File: config.mk
export PLATFORM = sky130hd
export DESIGN_NAME = ulid_generator_rc4_flat
export DESIGN_NICKNAME = d
export VERILOG_FILES = /design/src/sv/ulid_pkg.sv /design/src/sv/ulid_if.sv /design/src/sv/ulid_perm_mem.sv /design/src/sv/ulid_emit.sv /design/src/sv/ulid_generator_rc4.sv /design/src/flat_wrapper.sv
export SDC_FILE = /design/constraint.sdc
export NUM_CORES = 2
export LEC_CHECK = 0
export ABC_CLOCK_PERIOD_IN_PS = 25000
export BUFFER_PORTS_ARGS = -buffer_cell sky130_fd_sc_hd__buf_4
export CORE_AREA = 2 2 499 501
export DETAILED_ROUTE_END_ITERATION = 16
export DIE_AREA = 0 0 501 503
export HOLD_SLACK_MARGIN = 0.02
export PLACE_DENSITY = 0.56
export SLEW_MARGIN = 20
export SYNTH_ARGS = -nofsm -noshare
export SYNTH_HDL_FRONTEND = slang
export SYNTH_SLANG_ARGS = --single-unit
export TNS_END_PERCENT = 20
File: constraint.sdc
create_clock -name clock -period 25 [get_ports clock]
set_input_delay 5 -clock clock [delete_from_list [all_inputs] [get_ports clock]]
set_output_delay 5 -clock clock [all_outputs]
set_load 0.02 [all_outputs]
File: src/sv/ulid_pkg.sv
// Shared types, constants and the base32 alphabet for the ULID generator.
package ulid_pkg;

   localparam int unsigned TS_W       = 48;
   localparam int unsigned RAND_W     = 80;
   localparam int unsigned ID_W       = TS_W + RAND_W;
   localparam int unsigned RC4_BYTES  = 10;
   localparam int unsigned CHAR_COUNT = 26;
   localparam int unsigned CHAR_W     = 7;

   // Item codes
   localparam logic ACT_MIX = 1'b0;
   localparam logic ACT_GEN = 1'b1;

   // Register indexes
   localparam logic CSR_RELAXED  = 1'b0;
   localparam logic CSR_PARANOID = 1'b1;

   typedef logic [7:0] perm_byte_type;

   // One request to the permutation memory per cycle: a read, a write, both or neither
   typedef struct packed {
      logic          rd_en;
      perm_byte_type rd_addr;
      logic          wr_en;
      perm_byte_type wr_addr;
      perm_byte_type wr_data;
   } mem_req_type;

   // Crockford base32: 0-9, A-Z without I, L, O, U
   function automatic logic [CHAR_W-1:0] crockford_char(input logic [4:0] v);
      logic [CHAR_W-1:0] c;
      case (v)
         5'd0:  c = 7'h30;
         5'd1:  c = 7'h31;
         5'd2:  c = 7'h32;
         5'd3:  c = 7'h33;
         5'd4:  c = 7'h34;
         5'd5:  c = 7'h35;
         5'd6:  c = 7'h36;
         5'd7:  c = 7'h37;
         5'd8:  c = 7'h38;
         5'd9:  c = 7'h39;
         5'd10: c = 7'h41;
         5'd11: c = 7'h42;
         5'd12: c = 7'h43;
         5'd13: c = 7'h44;
         5'd14: c = 7'h45;
         5'd15: c = 7'h46;
         5'd16: c = 7'h47;
         5'd17: c = 7'h48;
         5'd18: c = 7'h4a;
         5'd19: c = 7'h4b;
         5'd20: c = 7'h4d;
         5'd21: c = 7'h4e;
         5'd22: c = 7'h50;
         5'd23: c = 7'h51;
         5'd24: c = 7'h52;
         5'd25: c = 7'h53;
         5'd26: c = 7'h54;
         5'd27: c = 7'h56;
         5'd28: c = 7'h57;
         5'd29: c = 7'h58;
         5'd30: c = 7'h59;
         default: c = 7'h5a;
      endcase
      return c;
   endfunction

endpackage

File: src/sv/ulid_if.sv
// Channel interfaces: request words, character words and register writes.
interface ulid_req_if;
   logic        valid;
   logic        ready;
   logic        action;
   logic [7:0]  key_byte;
   logic [47:0] timestamp_ms;

   modport source (output valid, output action, output key_byte, output timestamp_ms,
                   input ready);
   modport sink   (input valid, input action, input key_byte, input timestamp_ms,
                   output ready);
endinterface

interface ulid_rsp_if;
   logic       valid;
   logic       ready;
   logic [6:0] char_code;
   logic       last_char;

   modport source (output valid, output char_code, output last_char, input ready);
   modport sink   (input valid, input char_code, input last_char, output ready);
endinterface

interface ulid_csr_if;
   logic valid;
   logic ready;
   logic addr;
   logic wdata;

   modport source (output valid, output addr, output wdata, input ready);
   modport sink   (input valid, input addr, input wdata, output ready);
endinterface

File: src/sv/ulid_perm_mem.sv
// RC4 permutation store: memory with separate read and write ports, registered read and per-entry valid bits.
module ulid_perm_mem
   import ulid_pkg::*;
(
   input  logic          clock,
   input  logic          reset,
   input  mem_req_type   mem_req,
   output perm_byte_type rd_data
);

   perm_byte_type mem [256];
   logic [255:0]  valid_ff;
   perm_byte_type rd_mem_ff;
   perm_byte_type rd_addr_ff;
   logic          rd_valid_ff;

   // Storage and registered read
   always_ff @(posedge clock) begin
      if (mem_req.wr_en) begin
         mem[mem_req.wr_addr] <= mem_req.wr_data;
      end
      if (mem_req.rd_en) begin
         rd_mem_ff  <= mem[mem_req.rd_addr];
         rd_addr_ff <= mem_req.rd_addr;
      end
   end

   // Written-since-reset flags; unwritten entries read as their own index
   always_ff @(posedge clock) begin
      if (reset) begin
         valid_ff    <= '0;
         rd_valid_ff <= 1'b0;
      end else begin
         if (mem_req.wr_en) begin
            valid_ff[mem_req.wr_addr] <= 1'b1;
         end
         if (mem_req.rd_en) begin
            rd_valid_ff <= valid_ff[mem_req.rd_addr];
         end
      end
   end

   assign rd_data = rd_valid_ff ? rd_mem_ff : rd_addr_ff;

endmodule

File: src/sv/ulid_emit.sv
// Base32 serialiser: shifts the identifier out five bits a word into an output register.
module ulid_emit
   import ulid_pkg::*;
(
   input  logic              clock,
   input  logic              reset,
   input  logic              load,
   input  logic [ID_W-1:0]   id,
   output logic              busy,
   ulid_rsp_if.source        rsp_chan
);

   localparam int unsigned SHIFT_W = 5 * CHAR_COUNT;

   logic [SHIFT_W-1:0] shift_ff, shift_in;
   logic [4:0]         cnt_ff, cnt_in;
   logic               busy_ff, busy_in;
   logic               valid_ff, valid_in;
   logic [CHAR_W-1:0]  char_ff, char_in;
   logic               last_ff, last_in;

   always_comb begin
      shift_in = shift_ff;
      cnt_in   = cnt_ff;
      busy_in  = busy_ff;
      valid_in = valid_ff;
      char_in  = char_ff;
      last_in  = last_ff;
      // word taken downstream
      if (valid_ff && rsp_chan.ready) begin
         valid_in = 1'b0;
      end
      // next character into the output register when it is free
      if (busy_ff && (!valid_ff || rsp_chan.ready)) begin
         valid_in = 1'b1;
         char_in  = crockford_char(shift_ff[SHIFT_W-1 -: 5]);
         last_in  = (cnt_ff == 5'(CHAR_COUNT - 1));
         shift_in = {shift_ff[SHIFT_W-6:0], 5'b0};
         cnt_in   = cnt_ff + 5'd1;
         if (cnt_ff == 5'(CHAR_COUNT - 1)) begin
            busy_in = 1'b0;
         end
      end else if (load && !busy_ff) begin
         shift_in = {(SHIFT_W - ID_W)'(0), id};
         cnt_in   = '0;
         busy_in  = 1'b1;
      end
   end

   always_ff @(posedge clock) begin
      if (reset) begin
         busy_ff  <= 1'b0;
         valid_ff <= 1'b0;
      end else begin
         busy_ff  <= busy_in;
         valid_ff <= valid_in;
      end
      shift_ff <= shift_in;
      cnt_ff   <= cnt_in;
      char_ff  <= char_in;
      last_ff  <= last_in;
   end

   assign busy               = busy_ff;
   assign rsp_chan.valid     = valid_ff;
   assign rsp_chan.char_code = char_ff;
   assign rsp_chan.last_char = last_ff;

endmodule

File: src/sv/ulid_generator_rc4.sv
// ULID generator top level: sequencer around the RC4 permutation memory and the serialiser.
// A key word (action 0) runs one RC4 key-schedule step. A generate word (action 1)
// with a repeated timestamp, outside relaxed mode, increments the 80-bit random part;
// otherwise it draws ten RC4 bytes, each through the steps RC_I, RC_A, RC_B, RC_WJ, RC_T
// and RC_OUT. Each step makes at most one access to the 256-byte permutation memory.
// The 26 characters then leave at one word a cycle while the sink is ready;
// a following word is taken meanwhile, but its characters wait until the previous
// identifier has been sent. The permutation reads as identity after reset with no
// clearing pass. Register writes are taken on any cycle; only bit 0 is kept.
module ulid_generator_rc4
   import ulid_pkg::*;
(
   input  logic       clock,
   input  logic       reset,
   ulid_req_if.sink   req_chan,
   ulid_rsp_if.source rsp_chan,
   ulid_csr_if.sink   csr_chan
);

   typedef enum logic [3:0] {
      ST_IDLE,
      ST_MIX_A,
      ST_MIX_B,
      ST_MIX_WJ,
      ST_RC_I,
      ST_RC_A,
      ST_RC_B,
      ST_RC_WJ,
      ST_RC_T,
      ST_RC_OUT,
      ST_EMIT
   } state_type;

   state_type       state_ff, state_in;
   perm_byte_type   mix_index_ff, mix_index_in;
   perm_byte_type   mix_accum_ff, mix_accum_in;
   perm_byte_type   stream_i_ff, stream_i_in;
   perm_byte_type   stream_j_ff, stream_j_in;
   logic [TS_W-1:0] last_time_ff, last_time_in;
   logic [ID_W-1:0] id_ff, id_in;
   logic [3:0]      byte_cnt_ff, byte_cnt_in;
   perm_byte_type   key_ff, key_in;
   perm_byte_type   a_ff, a_in;
   perm_byte_type   b_ff, b_in;
   perm_byte_type   j_ff, j_in;
   logic            relaxed_ff, paranoid_ff;

   mem_req_type     mem_req;
   perm_byte_type   rd_data;
   logic            emit_load;
   logic            emit_busy;
   logic            req_fire;

   ulid_perm_mem u_perm (
      .clock   (clock),
      .reset   (reset),
      .mem_req (mem_req),
      .rd_data (rd_data)
   );

   ulid_emit u_emit (
      .clock    (clock),
      .reset    (reset),
      .load     (emit_load),
      .id       (id_ff),
      .busy     (emit_busy),
      .rsp_chan (rsp_chan)
   );

   assign req_chan.ready = (state_ff == ST_IDLE);
   assign req_fire       = req_chan.valid && req_chan.ready;
   assign csr_chan.ready = 1'b1;

   // Sequencer: each step issues at most one memory access
   always_comb begin
      state_in     = state_ff;
      mix_index_in = mix_index_ff;
      mix_accum_in = mix_accum_ff;
      stream_i_in  = stream_i_ff;
      stream_j_in  = stream_j_ff;
      last_time_in = last_time_ff;
      id_in        = id_ff;
      byte_cnt_in  = byte_cnt_ff;
      key_in       = key_ff;
      a_in         = a_ff;
      b_in         = b_ff;
      j_in         = j_ff;
      mem_req      = '0;
      emit_load    = 1'b0;
      case (state_ff)
         ST_IDLE: begin
            if (req_fire) begin
               if (req_chan.action == ACT_MIX) begin
                  key_in          = req_chan.key_byte;
                  mem_req.rd_en   = 1'b1;
                  mem_req.rd_addr = mix_index_ff;
                  state_in        = ST_MIX_A;
               end else if (!relaxed_ff && (req_chan.timestamp_ms == last_time_ff)) begin
                  id_in[RAND_W-1:0] = id_ff[RAND_W-1:0] + RAND_W'(1);
                  state_in          = ST_EMIT;
               end else begin
                  last_time_in           = req_chan.timestamp_ms;
                  id_in[ID_W-1:RAND_W]   = req_chan.timestamp_ms;
                  byte_cnt_in            = '0;
                  state_in               = ST_RC_I;
               end
            end
         end
         // key schedule: j = accum + P[idx] + key, swap P[idx] and P[j]
         ST_MIX_A: begin
            a_in            = rd_data;
            j_in            = mix_accum_ff + rd_data + key_ff;
            mem_req.rd_en   = 1'b1;
            mem_req.rd_addr = mix_accum_ff + rd_data + key_ff;
            state_in        = ST_MIX_B;
         end
         ST_MIX_B: begin
            mem_req.wr_en   = 1'b1;
            mem_req.wr_addr = mix_index_ff;
            mem_req.wr_data = rd_data;
            state_in        = ST_MIX_WJ;
         end
         ST_MIX_WJ: begin
            mem_req.wr_en   = 1'b1;
            mem_req.wr_addr = j_ff;
            mem_req.wr_data = a_ff;
            mix_index_in    = mix_index_ff + 8'd1;
            // pass ends when the index wraps
            mix_accum_in    = (mix_index_ff == 8'hff) ? 8'd0 : j_ff;
            state_in        = ST_IDLE;
         end
         // output generation: one byte per six steps
         ST_RC_I: begin
            stream_i_in     = stream_i_ff + 8'd1;
            mem_req.rd_en   = 1'b1;
            mem_req.rd_addr = stream_i_ff + 8'd1;
            state_in        = ST_RC_A;
         end
         ST_RC_A: begin
            a_in            = rd_data;
            stream_j_in     = stream_j_ff + rd_data;
            mem_req.rd_en   = 1'b1;
            mem_req.rd_addr = stream_j_ff + rd_data;
            state_in        = ST_RC_B;
         end
         ST_RC_B: begin
            b_in            = rd_data;
            mem_req.wr_en   = 1'b1;
            mem_req.wr_addr = stream_i_ff;
            mem_req.wr_data = rd_data;
            state_in        = ST_RC_WJ;
         end
         ST_RC_WJ: begin
            mem_req.wr_en   = 1'b1;
            mem_req.wr_addr = stream_j_ff;
            mem_req.wr_data = a_ff;
            state_in        = ST_RC_T;
         end
         ST_RC_T: begin
            mem_req.rd_en   = 1'b1;
            mem_req.rd_addr = a_ff + b_ff;
            state_in        = ST_RC_OUT;
         end
         ST_RC_OUT: begin
            // first byte ends up most significant
            id_in[RAND_W-1:0] = {id_ff[RAND_W-9:0], rd_data};
            if (byte_cnt_ff == 4'(RC4_BYTES - 1)) begin
               if (paranoid_ff) begin
                  id_in[RAND_W-1] = 1'b0;
               end
               state_in = ST_EMIT;
            end else begin
               byte_cnt_in = byte_cnt_ff + 4'd1;
               state_in    = ST_RC_I;
            end
         end
         ST_EMIT: begin
            if (!emit_busy) begin
               emit_load = 1'b1;
               state_in  = ST_IDLE;
            end
         end
         default: begin
            state_in = ST_IDLE;
         end
      endcase
   end

   always_ff @(posedge clock) begin
      if (reset) begin
         state_ff     <= ST_IDLE;
         mix_index_ff <= '0;
         mix_accum_ff <= '0;
         stream_i_ff  <= '0;
         stream_j_ff  <= '0;
         last_time_ff <= '0;
         id_ff        <= '0;
         byte_cnt_ff  <= '0;
      end else begin
         state_ff     <= state_in;
         mix_index_ff <= mix_index_in;
         mix_accum_ff <= mix_accum_in;
         stream_i_ff  <= stream_i_in;
         stream_j_ff  <= stream_j_in;
         last_time_ff <= last_time_in;
         id_ff        <= id_in;
         byte_cnt_ff  <= byte_cnt_in;
      end
      key_ff <= key_in;
      a_ff   <= a_in;
      b_ff   <= b_in;
      j_ff   <= j_in;
   end

   // Mode registers
   always_ff @(posedge clock) begin
      if (reset) begin
         relaxed_ff  <= 1'b0;
         paranoid_ff <= 1'b0;
      end else if (csr_chan.valid && csr_chan.ready) begin
         if (csr_chan.addr == CSR_RELAXED) begin
            relaxed_ff <= csr_chan.wdata;
         end
         if (csr_chan.addr == CSR_PARANOID) begin
            paranoid_ff <= csr_chan.wdata;
         end
      end
   end

`ifndef ASSERT_OFF
   // the sequencer never reads and writes the permutation in the same cycle
   a_mem_one_access: assert property (@(posedge clock) disable iff (reset)
      !(mem_req.rd_en && mem_req.wr_en))
      else $error("permutation read and write in one cycle");

   // the identifier is only handed over when the serialiser is free
   a_load_free: assert property (@(posedge clock) disable iff (reset)
      emit_load |-> !emit_busy)
      else $error("identifier loaded while serialiser busy");

   // a key word never starts a new identifier
   a_mix_quiet: assert property (@(posedge clock) disable iff (reset)
      (req_fire && req_chan.action == ACT_MIX) |=> !emit_load ##1 !emit_load)
      else $error("key word started an identifier");

   // a waiting character word holds until it is taken
   a_rsp_hold: assert property (@(posedge clock) disable iff (reset)
      (rsp_chan.valid && !rsp_chan.ready) |=>
         (rsp_chan.valid && $stable(rsp_chan.char_code) && $stable(rsp_chan.last_char)))
      else $error("character word changed while waiting");
`endif

endmodule

File: src/flat_wrapper.sv
// flat-port wrapper written by rule: the top's interface ports become plain ports
module ulid_generator_rc4_flat import ulid_pkg::*;
  (clock, reset, req_chan_valid, req_chan_action, req_chan_key_byte, req_chan_timestamp_ms, req_chan_ready, rsp_chan_valid, rsp_chan_char_code, rsp_chan_last_char, rsp_chan_ready, csr_chan_valid, csr_chan_addr, csr_chan_wdata, csr_chan_ready);
  ulid_req_if req_chan_i ();
  ulid_rsp_if rsp_chan_i ();
  ulid_csr_if csr_chan_i ();
  input  logic clock;
  input  logic reset;
  input wire logic [$bits(req_chan_i.valid)-1:0] req_chan_valid;
  input wire logic [$bits(req_chan_i.action)-1:0] req_chan_action;
  input wire logic [$bits(req_chan_i.key_byte)-1:0] req_chan_key_byte;
  input wire logic [$bits(req_chan_i.timestamp_ms)-1:0] req_chan_timestamp_ms;
  output wire logic [$bits(req_chan_i.ready)-1:0] req_chan_ready;
  output wire logic [$bits(rsp_chan_i.valid)-1:0] rsp_chan_valid;
  output wire logic [$bits(rsp_chan_i.char_code)-1:0] rsp_chan_char_code;
  output wire logic [$bits(rsp_chan_i.last_char)-1:0] rsp_chan_last_char;
  input wire logic [$bits(rsp_chan_i.ready)-1:0] rsp_chan_ready;
  input wire logic [$bits(csr_chan_i.valid)-1:0] csr_chan_valid;
  input wire logic [$bits(csr_chan_i.addr)-1:0] csr_chan_addr;
  input wire logic [$bits(csr_chan_i.wdata)-1:0] csr_chan_wdata;
  output wire logic [$bits(csr_chan_i.ready)-1:0] csr_chan_ready;
  assign req_chan_i.valid = req_chan_valid;
  assign req_chan_i.action = req_chan_action;
  assign req_chan_i.key_byte = req_chan_key_byte;
  assign req_chan_i.timestamp_ms = req_chan_timestamp_ms;
  assign req_chan_ready = req_chan_i.ready;
  assign rsp_chan_valid = rsp_chan_i.valid;
  assign rsp_chan_char_code = rsp_chan_i.char_code;
  assign rsp_chan_last_char = rsp_chan_i.last_char;
  assign rsp_chan_i.ready = rsp_chan_ready;
  assign csr_chan_i.valid = csr_chan_valid;
  assign csr_chan_i.addr = csr_chan_addr;
  assign csr_chan_i.wdata = csr_chan_wdata;
  assign csr_chan_ready = csr_chan_i.ready;
  ulid_generator_rc4 u_core (.clock(clock), .reset(reset), .req_chan(req_chan_i), .rsp_chan(rsp_chan_i), .csr_chan(csr_chan_i));
endmodule
==> flow_summary_export.csv <==
group,metric,value,unit
clock_network,ctsResizeCount,0,
sta,slew_viol_final,0,
setup_path,critPathCaptureType,"flip-flop",
sta,finalHoldWorstSlack,0.456,ns
setup_path,critical_path.cell_chain,"buf_4 -> nor2b_1 -> a32oi_4 -> buf_12 -> and3_4 -> buf_4 -> buf_12 -> buf_4 -> buf_4 -> nand2_1 -> and3_1 -> a311oi_1 -> a311oi_1 -> nor4_1 -> buf_4 -> o22ai_1 -> nor4b_1",
setup_path,r2r_cells,19,
sta,setup_viol,0,
power_and_ir_drop,total_power,11.3,mW
synthesis,yosysWarnings,0,
min_path,hold_class,"flip-flop to flip-flop",
synthesis,ys_async_sr_fraction,0,%
clock_network,cts_root_buf,"clkbuf_16",
clock_network,cts_tree,"built",
sta,rsz0062_at_grt,"false",
synthesis,synth_top_cell_area_share,60.7,%
min_path,whs_path_depth,2,
floorplanning,die_x,501,um
cells_and_area,fin_nets,9570,
setup_path,worst-setup-path-type,"primary input to flip-flop",
floorplanning,coreArea,247000,um^2
global_routing,grt_pass1_wl,502000,um
run,cap_violations,0,
sta,fin_skew,0.0606,ns
sta,period_share,43.9,%
synthesis,syn_area_per_cell,11.5,um^2
power_and_ir_drop,ir_drop,81.0,uV
synthesis,synth_nets,9716,
sta,setup_tns,0,ns
floorplanning,std_cell_rows,183,
synthesis,synthCells,9610,
setup_path,max_stage_delay,0.70,ns
global_routing,grt_max_degree,193,
floorplanning,initial_core_util,44.7,%
sta,hold_viol,0,
clock_network,cts.clk_slew.worst_paths,0.06,ns
power_and_ir_drop,p_leak,42.4,nW
detailed_routing,dr.pass1.iters,8,
floorplanning,die_y,503,um
synthesis,ys_seq_elements,2668,
setup_path,cp.required,25.75,ns
synthesis,synth_edf_count,2234,
detailed_routing,num_vias,77400,
global_routing,grt_pass1_vias,72700,
sta,post-route-min-period,10.97,ns
cells_and_area,synthToLayoutAreaGrowth,11.5,%
detailed_routing,drt_first_iter_violations,9549,
global_routing,grt_overflow,0,
clock_network,h-tree-depth,5,
placed_design,place.gp.congestion,0.852,
clock_network,clock-sinks,2668,
floorplanning,fp.dieArea,252000,um^2
synthesis,yosysTopAreaCell,"edfxtp_1",
synthesis,synth.area.top_cells,"edfxtp_1 (61%), nand2_1 (8.1%), dfxtp_1 (7.9%)",
detailed_routing,wirelength,343000,um
sta,worst_slew_pin_slew,1.34,ns
floorplanning,io_pins,75,
clock_network,post-cts-setup-buffers,0,
global_routing,grt_antenna_before_repair,14,
clock_network,max-clock-path-buffers,4,
synthesis,synth_cell_types,81,
detailed_routing,wl_per_cell,26.6,um
sta,fmax,91.1,MHz
clock_network,cts_hold_buffers,0,
detailed_routing,postRouteAntennaNets,0,
setup_path,setup.worst_path.start_class,"primary input",
clock_network,cts_made_buffers,300,
placed_design,dpl.hpwl,194000,um
setup_path,crit_fanout,138,
synthesis,netlist_area,110000,um^2
outcome,status,"finished clean",
setup_path,cpMostUsedCell,"buf_4",
clock_network,clk_latency,0.98,ns
cells_and_area,nFillCells,21700,
setup_path,cp.arrival,11.73,ns
cells_and_area,drive_gt1_share,8.05,%
synthesis,ys.flop_type,"edfxtp_1",
placed_design,portBuffers,73,
sta,relSlewSlack,10.6,%
global_routing,grt_use_total,26.7,%
power_and_ir_drop,power_density,91.6,nW/um^2
setup_path,critPathSlowestCell,"buf_4",
detailed_routing,viasPerCell,5.99,
synthesis,yosysSeqAreaShare,68.6,%
detailed_routing,drc_errors,0,
==> worst max-delay path, delay by kind of cell <==
kind	cells	cell delay (ns)
AOI/OAI and AO/OA	4	0.86
buffers and inverters	7	3.41
and+or+nand+nor	6	2.19
==> layout make-up <==
class                   count  area (um^2)  share of cell area [%]
flip-flops and latches   2668        75800                    61.5
multi-input cells        6146        31700                    25.8
clock buffers             407         8200                    6.66
well taps                3237         4050                    3.29
repair buffers            234         1970                    1.60
clock inverters           117          968                   0.786
inverters                 114          452                   0.367
diodes                      9         22.5                  0.0183
==> per-layer routing <==
layer	up-vias	routed length (um)	track usage, %
met2	3372	155000	40.9
met1	39000	147000	38.2
li1	34500	-	-
met5	-	37	0
met3	546	29600	4.80
met4	6	12000	9.40
==> state kept, by name, summed over array words and instances, names as in the netlist, 4 cells and up <==
name / count
u_core.u_perm.mem: 2048
u_core.u_perm.valid_ff: 256
u_core.u_emit.shift_ff: 130
u_core.id_ff: 80
u_core.last_time_ff: 48
u_core.a_ff: 8
u_core.b_ff: 8
u_core.j_ff: 8
u_core.key_ff: 8
u_core.mix_accum_ff: 8
u_core.mix_index_ff: 8
u_core.stream_i_ff: 8
u_core.stream_j_ff: 8
u_core.u_perm.rd_addr_ff: 8
u_core.u_perm.rd_mem_ff: 8
u_core.u_emit.rsp_chan.char_code: 7
u_core.u_emit.cnt_ff: 5
u_core.byte_cnt_ff: 4
u_core.state_ff: 4
==> logic make-up after synthesis <==
family,synth area share (%)
simple gates,18.0
flops,68.6
compound gates,8.45
buf+inv,3.08
xor+xnor,0.655
mux,0.694
fa+ha+maj,0.544
other cells,0.00339
==> Yosys cell counts, drive strengths merged, types with 20 or more instances <==
cell type     n
a211oi       92
a21oi       232
a221oi       45
a22o        142
a22oi        64
a311oi      264
a31oi       109
and3        196
buf         305
clkbuf      377
dfxtp       434
edfxtp     2234
ha           32
inv         112
mux2i        62
nand2      2389
nand3       977
nand4        40
nor2        902
nor3         34
nor4         34
o211ai       28
o21ai       104
o21ba        32
o22ai        23
o31ai        35
or4          29
xnor2        20
xor2         60
==> path summary, 6_finish.rpt <==
path,start,end,slack [ns]
min,u_core.mix_accum_ff[0],u_core.mix_accum_ff[0],0.46
min reg2reg,u_core.mix_accum_ff[0],u_core.mix_accum_ff[0],0.46
max,req_chan_valid,u_core.u_perm.rd_mem_ff[6],14.03
max reg2reg,u_core.u_perm.rd_valid_ff,u_core.u_perm.rd_mem_ff[6],15.78
==> layout by cell type, fill, tap and decap left out, types with 23 or more instances in the layout <==
master / Yosys / final
clkbuf_16: 0 / 304
a21oi_1: 232 / 230
nand2_1: 2389 / 2377
o31ai_1: 35 / 35
nor3_1: 34 / 33
nand3_1: 977 / 974
nor4_1: 33 / 27
a221oi_1: 44 / 44
nand4_1: 40 / 40
or4_1: 29 / 29
clkinv_1: 2 / 41
clkbuf_1: 377 / 82
inv_1: 110 / 106
buf_4: 39 / 214
o211ai_1: 28 / 28
o21ai_0: 103 / 101
nor2_1: 902 / 867
a22o_1: 142 / 142
a22oi_1: 63 / 63
edfxtp_1: 2234 / 2234
xor2_1: 60 / 60
a31oi_1: 109 / 109
dfxtp_1: 434 / 434
a211oi_1: 92 / 92
mux2i_1: 62 / 60
o21ba_2: 32 / 32
a311oi_1: 264 / 261
and3_1: 196 / 194
ha_1: 32 / 32
clkinv_2: 0 / 49
o22ai_1: 23 / 23
==> stage by stage <==
step	util (%)	cell area (um^2)	worst slack (ns)	std cells
2_1_floorplan	-	110000	13.67	9610
3_3_place_gp	46.1	114000	12.36	12400
3_5_place_dp	46.1	114000	13.22	12400
4_1_cts	49.8	123000	14.20	12900
5_1_grt	49.8	123000	13.79	12900
6_report	49.9	123000	14.03	12900
==> report_power, final <==
part | switching (mW) | internal, mW
clock network | 1.75 | 2.45
registers | 0.0215 | 4.88
logic | 1.64 | 0.541
total | 3.41 | 7.87
(Power assumes the default switching activity.)
